--- config.mk ---
export PLATFORM = sky130hd
export DESIGN_NAME = two_class_priority_job_queue_top
export DESIGN_NICKNAME = d
export VERILOG_FILES = /design/src/pjq_pkg.sv /design/src/pjq_class_fifo.sv /design/src/two_class_priority_job_queue_top.sv
export SDC_FILE = /design/constraint.sdc
export NUM_CORES = 1
export LEC_CHECK = 0
export ABC_CLOCK_PERIOD_IN_PS = 18200
export BUFFER_PORTS_ARGS = -buffer_cell sky130_fd_sc_hd__buf_2
export CORE_ASPECT_RATIO = 0.8
export CORE_MARGIN = 10
export CORE_UTILIZATION = 50
export CTS_CLUSTER_DIAMETER = 60
export CTS_CLUSTER_SIZE = 10
export DETAILED_ROUTE_END_ITERATION = 7
export PLACE_DENSITY_LB_ADDON = 0.1
export SLEW_MARGIN = 30
export SYNTH_ARGS = -nofsm -noshare
export SYNTH_HDL_FRONTEND = slang
export SYNTH_SLANG_ARGS = --single-unit
export TNS_END_PERCENT = 100
--- constraint.sdc ---
create_clock -name clk -period 18.2 [get_ports clk]
set_input_delay 1.82 -clock clk [delete_from_list [all_inputs] [get_ports clk]]
set_output_delay 1.82 -clock clk [all_outputs]
set_load 0.02 [all_outputs]
--- src/pjq_pkg.sv ---
// Shared constants, codes, job entry type and clamp helpers for the priority job queue.
package pjq_pkg;

  // Queue sizing
  localparam int CLASS_DEPTH = 16;
  localparam int PTR_W       = (CLASS_DEPTH > 1) ? $clog2(CLASS_DEPTH) : 1;
  localparam int FILL_W      = $clog2(CLASS_DEPTH + 1);
  localparam int SUM_W       = FILL_W + 1;

  // Field widths
  localparam int ACTION_W = 2;
  localparam int PAGES_W  = 14;
  localparam int COPIES_W = 7;
  localparam int ID_W     = 16;
  localparam int STATUS_W = 2;
  localparam int JOBS_W   = 6;

  // Job limits
  localparam int MAX_PAGES  = 10000;
  localparam int MAX_COPIES = 100;

  // Action codes
  localparam logic [ACTION_W-1:0] ACT_ENQ  = 2'd0;
  localparam logic [ACTION_W-1:0] ACT_DEQ  = 2'd1;
  localparam logic [ACTION_W-1:0] ACT_PEEK = 2'd2;

  // Status codes
  localparam logic [STATUS_W-1:0] ST_OK    = 2'd0;
  localparam logic [STATUS_W-1:0] ST_EMPTY = 2'd1;
  localparam logic [STATUS_W-1:0] ST_FULL  = 2'd2;

  // One stored job
  typedef struct packed {
    logic [ID_W-1:0]     id;
    logic [PAGES_W-1:0]  pages;
    logic [COPIES_W-1:0] copies;
  } job_entry_t;

  // Clamp a page count into 1..MAX_PAGES
  function automatic logic [PAGES_W-1:0] clamp_pages(input logic [PAGES_W-1:0] v);
    logic [PAGES_W-1:0] r;
    if (v == '0) begin
      r = PAGES_W'(1);
    end else if (v > PAGES_W'(MAX_PAGES)) begin
      r = PAGES_W'(MAX_PAGES);
    end else begin
      r = v;
    end
    return r;
  endfunction

  // Clamp a copy count into 1..MAX_COPIES
  function automatic logic [COPIES_W-1:0] clamp_copies(input logic [COPIES_W-1:0] v);
    logic [COPIES_W-1:0] r;
    if (v == '0) begin
      r = COPIES_W'(1);
    end else if (v > COPIES_W'(MAX_COPIES)) begin
      r = COPIES_W'(MAX_COPIES);
    end else begin
      r = v;
    end
    return r;
  endfunction

endpackage

--- src/pjq_class_fifo.sv ---
// Circular FIFO for one priority class: flop storage, head/tail pointers and fill count.
module pjq_class_fifo (
  input  logic                      clk,
  input  logic                      rst,
  input  logic                      push,
  input  logic                      pop,
  input  pjq_pkg::job_entry_t       push_entry,
  output pjq_pkg::job_entry_t       head_entry,
  output logic [pjq_pkg::FILL_W-1:0] fill,
  output logic                      full
);

  localparam logic [pjq_pkg::PTR_W-1:0] LAST_PTR = pjq_pkg::PTR_W'(pjq_pkg::CLASS_DEPTH - 1);

  pjq_pkg::job_entry_t            slots [pjq_pkg::CLASS_DEPTH];
  logic [pjq_pkg::PTR_W-1:0]      head;
  logic [pjq_pkg::PTR_W-1:0]      tail;
  logic [pjq_pkg::PTR_W-1:0]      head_next;
  logic [pjq_pkg::PTR_W-1:0]      tail_next;
  logic [pjq_pkg::FILL_W-1:0]     fill_next;

  assign full       = (fill == pjq_pkg::FILL_W'(pjq_pkg::CLASS_DEPTH));
  assign head_entry = slots[head];

  // Pointer and count updates; the caller never pushes when full or pops when empty
  always_comb begin
    head_next = head;
    tail_next = tail;
    fill_next = fill;
    if (push) begin
      tail_next = (tail == LAST_PTR) ? '0 : tail + 1'b1;
      fill_next = fill + 1'b1;
    end else if (pop) begin
      head_next = (head == LAST_PTR) ? '0 : head + 1'b1;
      fill_next = fill - 1'b1;
    end
  end

  always_ff @(posedge clk) begin
    if (rst) begin
      head <= '0;
      tail <= '0;
      fill <= '0;
    end else begin
      head <= head_next;
      tail <= tail_next;
      fill <= fill_next;
    end
  end

  // Storage write at the tail
  always_ff @(posedge clk) begin
    if (push) begin
      slots[tail] <= push_entry;
    end
  end

  // One action per cycle: never push and pop together
  a_no_push_pop: assert property (@(posedge clk) disable iff (rst) !(push && pop))
    else $error("class fifo pushed and popped in one cycle");

  // Pop only with something stored
  a_pop_nonempty: assert property (@(posedge clk) disable iff (rst) pop |-> (fill != '0))
    else $error("class fifo popped while empty");

  // Push only with room left
  a_push_room: assert property (@(posedge clk) disable iff (rst) push |-> !full)
    else $error("class fifo pushed while full");

  // Count follows the transaction
  a_push_count: assert property (@(posedge clk) disable iff (rst)
    push |=> (fill == $past(fill) + 1'b1))
    else $error("class fifo count did not rise on push");

  a_pop_count: assert property (@(posedge clk) disable iff (rst)
    pop |=> (fill == $past(fill) - 1'b1))
    else $error("class fifo count did not fall on pop");

endmodule

--- src/two_class_priority_job_queue_top.sv ---
// Two-class strict-priority job queue: input register, queue update logic, result register.
//
// Takes one transaction (enqueue, dequeue or peek) in every clock cycle; busy is high
// only during reset. A transaction accepted at one rising edge is captured in the input
// register; at the next edge it is applied to the two class FIFOs and its result is loaded
// into the result register, with done high for one cycle: one result per cycle sustained.
// The queue pointers and fill counts update in the same edge that loads the result
// register, so back-to-back transactions see each other.
// Urgent jobs always leave before normal jobs; each class holds CLASS_DEPTH jobs.
module two_class_priority_job_queue_top (
  input  logic                          clk,
  input  logic                          rst,
  input  logic                          start,
  output logic                          busy,
  input  logic [pjq_pkg::ACTION_W-1:0]  action,
  input  logic [pjq_pkg::PAGES_W-1:0]   page_count,
  input  logic [pjq_pkg::COPIES_W-1:0]  copy_count,
  input  logic                          is_urgent,
  output logic                          done,
  output logic [pjq_pkg::STATUS_W-1:0]  status,
  output logic [pjq_pkg::ID_W-1:0]      job_id,
  output logic [pjq_pkg::PAGES_W-1:0]   job_pages,
  output logic [pjq_pkg::COPIES_W-1:0]  job_copies,
  output logic                          job_urgent,
  output logic [pjq_pkg::JOBS_W-1:0]    queued_jobs
);

  // Input register
  logic                          start_q;
  logic [pjq_pkg::ACTION_W-1:0]  action_q;
  logic [pjq_pkg::PAGES_W-1:0]   page_q;
  logic [pjq_pkg::COPIES_W-1:0]  copy_q;
  logic                          urgent_q;

  // Id counter
  logic [pjq_pkg::ID_W-1:0]      next_job_id;

  // FIFO hookup
  pjq_pkg::job_entry_t           new_entry;
  pjq_pkg::job_entry_t           u_head;
  pjq_pkg::job_entry_t           n_head;
  logic [pjq_pkg::FILL_W-1:0]    u_fill;
  logic [pjq_pkg::FILL_W-1:0]    n_fill;
  logic                          u_full;
  logic                          n_full;
  logic                          push_u;
  logic                          push_n;
  logic                          pop_u;
  logic                          pop_n;

  // Decode
  logic                          is_enq;
  logic                          is_deq;
  logic                          is_peek;
  logic                          u_avail;
  logic                          n_avail;
  logic [pjq_pkg::SUM_W-1:0]     total_next;

  // Result next values
  logic [pjq_pkg::STATUS_W-1:0]  status_next;
  logic [pjq_pkg::ID_W-1:0]      job_id_next;
  logic [pjq_pkg::PAGES_W-1:0]   job_pages_next;
  logic [pjq_pkg::COPIES_W-1:0]  job_copies_next;
  logic                          job_urgent_next;

  assign busy = rst;

  // Capture the transaction
  always_ff @(posedge clk) begin
    if (rst) begin
      start_q <= 1'b0;
    end else begin
      start_q <= start;
    end
  end

  always_ff @(posedge clk) begin
    if (start) begin
      action_q <= action;
      page_q   <= page_count;
      copy_q   <= copy_count;
      urgent_q <= is_urgent;
    end
  end

  // Action decode and class selection
  assign is_enq  = start_q && (action_q == pjq_pkg::ACT_ENQ);
  assign is_deq  = start_q && (action_q == pjq_pkg::ACT_DEQ);
  assign is_peek = start_q && (action_q == pjq_pkg::ACT_PEEK);
  assign u_avail = (u_fill != '0);
  assign n_avail = (n_fill != '0);

  assign push_u = is_enq && urgent_q && !u_full;
  assign push_n = is_enq && !urgent_q && !n_full;
  assign pop_u  = is_deq && u_avail;
  assign pop_n  = is_deq && !u_avail && n_avail;

  assign new_entry.id     = next_job_id;
  assign new_entry.pages  = pjq_pkg::clamp_pages(page_q);
  assign new_entry.copies = pjq_pkg::clamp_copies(copy_q);

  pjq_class_fifo u_urgent_fifo (
    .clk        (clk),
    .rst        (rst),
    .push       (push_u),
    .pop        (pop_u),
    .push_entry (new_entry),
    .head_entry (u_head),
    .fill       (u_fill),
    .full       (u_full)
  );

  pjq_class_fifo u_normal_fifo (
    .clk        (clk),
    .rst        (rst),
    .push       (push_n),
    .pop        (pop_n),
    .push_entry (new_entry),
    .head_entry (n_head),
    .fill       (n_fill),
    .full       (n_full)
  );

  // Id counter: every enqueue uses up an id, full or not
  always_ff @(posedge clk) begin
    if (rst) begin
      next_job_id <= pjq_pkg::ID_W'(1);
    end else if (is_enq) begin
      next_job_id <= next_job_id + 1'b1;
    end
  end

  // Jobs waiting after this transaction
  assign total_next = pjq_pkg::SUM_W'(u_fill) + pjq_pkg::SUM_W'(n_fill)
                    + pjq_pkg::SUM_W'(push_u || push_n)
                    - pjq_pkg::SUM_W'(pop_u || pop_n);

  // Result selection
  always_comb begin
    status_next     = pjq_pkg::ST_OK;
    job_id_next     = '0;
    job_pages_next  = '0;
    job_copies_next = '0;
    job_urgent_next = 1'b0;
    case (action_q)
      pjq_pkg::ACT_ENQ: begin
        job_id_next = next_job_id;
        if (urgent_q ? u_full : n_full) begin
          status_next = pjq_pkg::ST_FULL;
        end
      end
      pjq_pkg::ACT_DEQ, pjq_pkg::ACT_PEEK: begin
        if (u_avail) begin
          job_id_next     = u_head.id;
          job_pages_next  = u_head.pages;
          job_copies_next = u_head.copies;
          job_urgent_next = 1'b1;
        end else if (n_avail) begin
          job_id_next     = n_head.id;
          job_pages_next  = n_head.pages;
          job_copies_next = n_head.copies;
        end else begin
          status_next = pjq_pkg::ST_EMPTY;
        end
      end
      default: begin
        // unused action: report the count only
      end
    endcase
  end

  // Result register
  always_ff @(posedge clk) begin
    if (rst) begin
      done <= 1'b0;
    end else begin
      done <= start_q;
    end
  end

  always_ff @(posedge clk) begin
    if (start_q) begin
      status      <= status_next;
      job_id      <= job_id_next;
      job_pages   <= job_pages_next;
      job_copies  <= job_copies_next;
      job_urgent  <= job_urgent_next;
      queued_jobs <= pjq_pkg::JOBS_W'(total_next);
    end
  end

  // Peek leaves both queues untouched
  a_peek_no_pop: assert property (@(posedge clk) disable iff (rst)
    is_peek |-> !(pop_u || pop_n))
    else $error("peek removed a job");

  // Urgent class drains first
  a_urgent_first: assert property (@(posedge clk) disable iff (rst)
    pop_n |-> (u_fill == '0))
    else $error("normal job left ahead of an urgent job");

  // Every captured transaction gives one result next cycle
  a_one_result: assert property (@(posedge clk) disable iff (rst)
    start_q |=> done)
    else $error("transaction produced no result");

  // Id counter steps exactly on enqueue
  a_id_step: assert property (@(posedge clk) disable iff (rst)
    is_enq |=> (next_job_id == $past(next_job_id) + 1'b1))
    else $error("job id counter did not advance on enqueue");

endmodule

==> impl_summary.log <==
[metrics] CP startpoint: rst
[metrics] clock period minus worst slack: 4.60 ns
[metrics] unrepaired setup endpoints after global routing: no
[metrics] clock tree from TritonCTS: done
[metrics] library cell occupying the most area in the post-synthesis netlist: sky130_fd_sc_hd__edfxtp_1
[metrics] max-cap viol count: 0
[metrics] signed area change from the synthesized netlist to the final layout: 12.5%
[metrics] Syn Std Cell Area: 0.0504 mm²
[metrics] proportion of power drawn by combinational gates: 0.026
[metrics] arrival time of data at the critical path endpoint: between 2 and 3 ns
[metrics] first-pass detailed-route iteration total: 6
[metrics] number of antenna violations at the first check in global routing: 0
[metrics] Die ar.: roughly 0.11 mm²
[metrics] fraction of power spent switching nets: 0.198
[metrics] leading post-synthesis cells by cell area: sky130_fd_sc_hd__edfxtp_1 75%, sky130_fd_sc_hd__mux4_2 14%, sky130_fd_sc_hd__dfxtp_1 2.1%, sky130_fd_sc_hd__mux2_2 1.8%, sky130_fd_sc_hd__ha_1 0.72%
[metrics] Top Ports: 75
[metrics] multi-input logic area: 0.0111 mm²
[metrics] commonest register cell after synthesis: sky130_fd_sc_hd__edfxtp_1
[metrics] Cells after DPL: 3683
[metrics] CP Data Required Time: 16.38 ns
[metrics] Sequential Area: between 0.03 and 0.04 mm²
[metrics] Layout fillers: 7281
[metrics] worst skew pair latency: roughly 0.74 ns
[metrics] remaining design rule violation count: 0
[metrics] Initial Util: 0.503
[metrics] Bufs and invs on worst path: 2
[metrics] IO buf count: 74
[metrics] maximum number of pins on one net before global-route repair: 76
[metrics] Routed wire per std cell: 31.3 µm
[metrics] reg-to-reg setup timing slack: 14.19 ns
[metrics] clock root buffer master: sky130_fd_sc_hd__clkbuf_16
[metrics] worst-case clock skew: 0.0226 ns
[metrics] number of resized instances in the post-cts repair step: 0
[metrics] Setup Total Neg Slack: 0 ns
[metrics] aggregate routed wire length: 121000 µm
[metrics] critical path peak fanout: 47
[metrics] Crit. path cell count: 2
[metrics] period utilization: 0.253
[metrics] kind of start point of the critical path: input port
[metrics] Finished Layout Cells: 3868
[metrics] worst r2r dst: u_normal_fifo.slots[11][11]
[metrics] endpoint type of the worst setup path: primary output
[metrics] final setup violation count: 0
[metrics] Worst-path clk slew: 0.06 ns
[metrics] chain of cells forming the critical path: buf_2, buf_2
[metrics] worst vdd rail ir drop: 0.0990 mV
[metrics] Std-Cell Core Area: 0.100 mm²
[metrics] crit path kind: input port to primary output
[metrics] count of state elements after synthesis: 1306
[metrics] internal power consumption: 0.00487 W
[metrics] grt ovf: 0
[metrics] total clock buffers created by CTS: 150
[metrics] worst hold margin: 0.491 ns
[metrics] buffers from clock root to sink, at most: 3
[metrics] critical path's top delay family: buffers and inverters
[metrics] placer congestion estimate: roughly 0.80
[metrics] capturing instance or port of the critical path: busy
[metrics] Avg Inst Size Synth: 21.7 µm²
[metrics] number of instances in the synthesized netlist: about 2300
[metrics] number of setup buffers added after CTS: 0
[metrics] count of final max-slew check failures: 0
[metrics] Final Hold Violating Endpoints: 0
[metrics] HPWL after detailed placement: around 64000 µm
[metrics] H-tree lvl count: 4
[metrics] Slew Limit Headroom: 0.347
[metrics] floorplan row count: 104
[metrics] start of the worst register-to-register path: start_q
[metrics] post-detailed-route via-to-cell ratio: between 6 and 7
[metrics] Chip Width: around 380 µm
[metrics] vias in the first global route: approximately 25000
[metrics] first-pass GRT wire length: between 150000 and 200000 µm
[metrics] sequential group share of total power: 0.549
[metrics] overall power of the completed layout: 0.00606 W
[metrics] power per cell area: 107 mW/mm²
[metrics] Post-synth ARST share: 0
[metrics] number of nets still failing antenna checks after routing: 0
[metrics] outcome: finished clean
[metrics] Slowest-stage cell, CP: sky130_fd_sc_hd__buf_2
[metrics] layout cells sized above 1: 0.303
[metrics] share of the synthesized area in the top cell type: 0.747
[metrics] number of different library cells in the post-synthesis netlist: 63
[metrics] part of the total power dissipated in the clock network: 0.424
[metrics] transition at the pin with the smallest max-transition slack: 0.979 ns
[metrics] worst reg2reg path depth: 5
[metrics] count of flip-flops with a built-in enable after synthesis: between 1000 and 1500
[metrics] delay of the slowest cell on the worst path: 0.65 ns
[metrics] hold crit path type: register to register
[metrics] number of DRC markers in iteration 0: ~2500
[metrics] hold-fix buffer count after cts: 0
[metrics] net switching power figure: 0.00120 W
[metrics] part of the Yosys area used for sequential elements: 0.767
[metrics] y dimension of the die: 304 µm
[metrics] most frequent CP cell: sky130_fd_sc_hd__buf_2
[metrics] clock tree sinks: between 1000 and 1500
[metrics] post-synth net total: about 2400
[metrics] Syn. warnings: 0
[metrics] leakage dissipation: 17.7 nW
[metrics] highest achievable clock rate: ~0.22 GHz
[metrics] Total Nets Final: 2571
[metrics] total via count after detailed routing: 24041
[metrics] Total Routing Usage GR: 0.212
-- per-stage QoR --
stage	setup WS [ns]	util	cell area [µm²]
2_1_floorplan	11.73	-	50400
3_3_place_gp	13.61	0.524	52600
3_5_place_dp	13.60	0.525	52700
4_1_cts	13.60	0.565	56700
5_1_grt	13.51	0.566	56700
6_report	13.60	0.566	56700
-- flip-flops by register name, indices dropped and copies added, names as in the netlist, 7 cells and up, named ones only --
signal	count
u_normal_fifo.slots	592
next_job_id	16
job_id	16
page_q	14
copy_q	7
u_urgent_fifo.slots	592
job_pages	14
job_copies	7
-- layout make-up --
class | instances | area share
flip-flops and latches | 1306 | 0.682
multi-input cells | 843 | 0.196
clock buffers | 176 | 0.0696
well taps | 1325 | 0.0292
repair buffers | 151 | 0.0175
inverters | 59 | 0.00390
clock inverters | 7 | 0.00110
diodes | 1 | 0.0000441
-- logic make-up after synthesis --
| family | share of synthesized area |
|---|---|
| XOR/XNOR | 0.00452 |
| multiplexers | 0.156 |
| adder cells (fa/ha/maj) | 0.00878 |
| buffers and inverters | 0.0161 |
| AO/OA/AOI/OAI | 0.0273 |
| flip-flops | 0.767 |
| AND/OR/NAND/NOR | 0.0196 |
-- tightest hold or removal path, delay by kind of cell (launching register included) --
family           cells  cell delay, ns
AND/OR/NAND/NOR      1            0.06
AO/OA/AOI/OAI        1            0.07
flip-flops           1            0.32
-- cells in the mapped netlist (3+ instances only) --
cell type,number
sky130_fd_sc_hd__a21o_1,22
sky130_fd_sc_hd__a21oi_1,47
sky130_fd_sc_hd__a222oi_1,15
sky130_fd_sc_hd__a22oi_1,32
sky130_fd_sc_hd__and2_1,19
sky130_fd_sc_hd__and3_1,5
sky130_fd_sc_hd__buf_1,21
sky130_fd_sc_hd__buf_2,35
sky130_fd_sc_hd__buf_4,4
sky130_fd_sc_hd__buf_6,11
sky130_fd_sc_hd__clkbuf_1,49
sky130_fd_sc_hd__dfxtp_1,52
sky130_fd_sc_hd__edfxtp_1,1254
sky130_fd_sc_hd__fa_1,4
sky130_fd_sc_hd__ha_1,29
sky130_fd_sc_hd__inv_1,57
sky130_fd_sc_hd__mux2_2,80
sky130_fd_sc_hd__mux2i_1,6
sky130_fd_sc_hd__mux4_2,306
sky130_fd_sc_hd__nand2_1,30
sky130_fd_sc_hd__nand2b_1,10
sky130_fd_sc_hd__nand3_1,11
sky130_fd_sc_hd__nand4_1,3
sky130_fd_sc_hd__nor2_1,74
sky130_fd_sc_hd__nor2b_1,6
sky130_fd_sc_hd__nor3_1,13
sky130_fd_sc_hd__nor4_1,6
sky130_fd_sc_hd__o21ai_0,8
sky130_fd_sc_hd__o22ai_1,32
sky130_fd_sc_hd__o2bb2ai_1,21
sky130_fd_sc_hd__or3_1,5
sky130_fd_sc_hd__xnor2_1,15
sky130_fd_sc_hd__xor2_1,11
-- how the worst min path moves through the flow --
stage,from,endpoint,depth (start not counted)
after floorplan,u_normal_fifo.head[1],register,2
after global placement,u_normal_fifo.head[1],register,2
after detailed placement,u_normal_fifo.head[1],register,2
after CTS,u_normal_fifo.head[1],register,2
after global routing,u_normal_fifo.head[1],register,2
final,u_normal_fifo.head[1],register,2
-- power groups by stage --
stage / logic [W] / clock network (W) / registers, W
after floorplan: 0.0000851 / 0 / 0.00340
after global placement: 0.000150 / 0 / 0.00339
after detailed placement: 0.000158 / 0 / 0.00339
after CTS: 0.000158 / 0.00263 / 0.00333
after global routing: 0.000173 / 0.00275 / 0.00333
final: 0.000159 / 0.00257 / 0.00333
-- cell usage in the layout, fill, tap and decap left out, types with 4 or more instances in the layout --
cell / instances
sky130_fd_sc_hd__nor3_1: 7
sky130_fd_sc_hd__dfxtp_1: 43
sky130_fd_sc_hd__a222oi_1: 15
sky130_fd_sc_hd__nor2_1: 58
sky130_fd_sc_hd__clkbuf_1: 21
sky130_fd_sc_hd__buf_6: 4
sky130_fd_sc_hd__nand3_1: 11
sky130_fd_sc_hd__xnor2_1: 15
sky130_fd_sc_hd__edfxtp_1: 1254
sky130_fd_sc_hd__o2bb2ai_1: 21
sky130_fd_sc_hd__clkbuf_16: 154
sky130_fd_sc_hd__mux2_2: 80
sky130_fd_sc_hd__a22oi_1: 32
sky130_fd_sc_hd__inv_1: 57
sky130_fd_sc_hd__nor4_1: 4
sky130_fd_sc_hd__dfxtp_4: 6
sky130_fd_sc_hd__mux4_2: 306
sky130_fd_sc_hd__buf_2: 74
sky130_fd_sc_hd__nand2_1: 30
sky130_fd_sc_hd__nor2_4: 16
sky130_fd_sc_hd__o21ai_0: 7
sky130_fd_sc_hd__nor3_2: 7
sky130_fd_sc_hd__buf_4: 71
sky130_fd_sc_hd__o22ai_1: 32
sky130_fd_sc_hd__and2_2: 16
sky130_fd_sc_hd__nand2b_1: 8
sky130_fd_sc_hd__mux2i_1: 6
sky130_fd_sc_hd__a21o_1: 22
sky130_fd_sc_hd__fa_1: 4
sky130_fd_sc_hd__ha_1: 29
sky130_fd_sc_hd__xor2_1: 11
sky130_fd_sc_hd__or3_1: 5
sky130_fd_sc_hd__a21oi_1: 47
sky130_fd_sc_hd__nor2b_1: 4
-- routing by layer --
| layer | vias up | track usage | part of all wire | wire (µm) |
|---|---|---|---|---|
| li1 | 9980 | - | - | - |
| met1 | 13067 | 0.306 | 0.44 | 53000 |
| met2 | 824 | 0.333 | 0.48 | 58200 |
| met3 | 170 | 0.0340 | 0.059 | 7100 |
| met4 | 0 | 0.0648 | 0.022 | 2720 |
| met5 | - | 0 | 0 | 0 |
(Power assumes the default switching activity.)
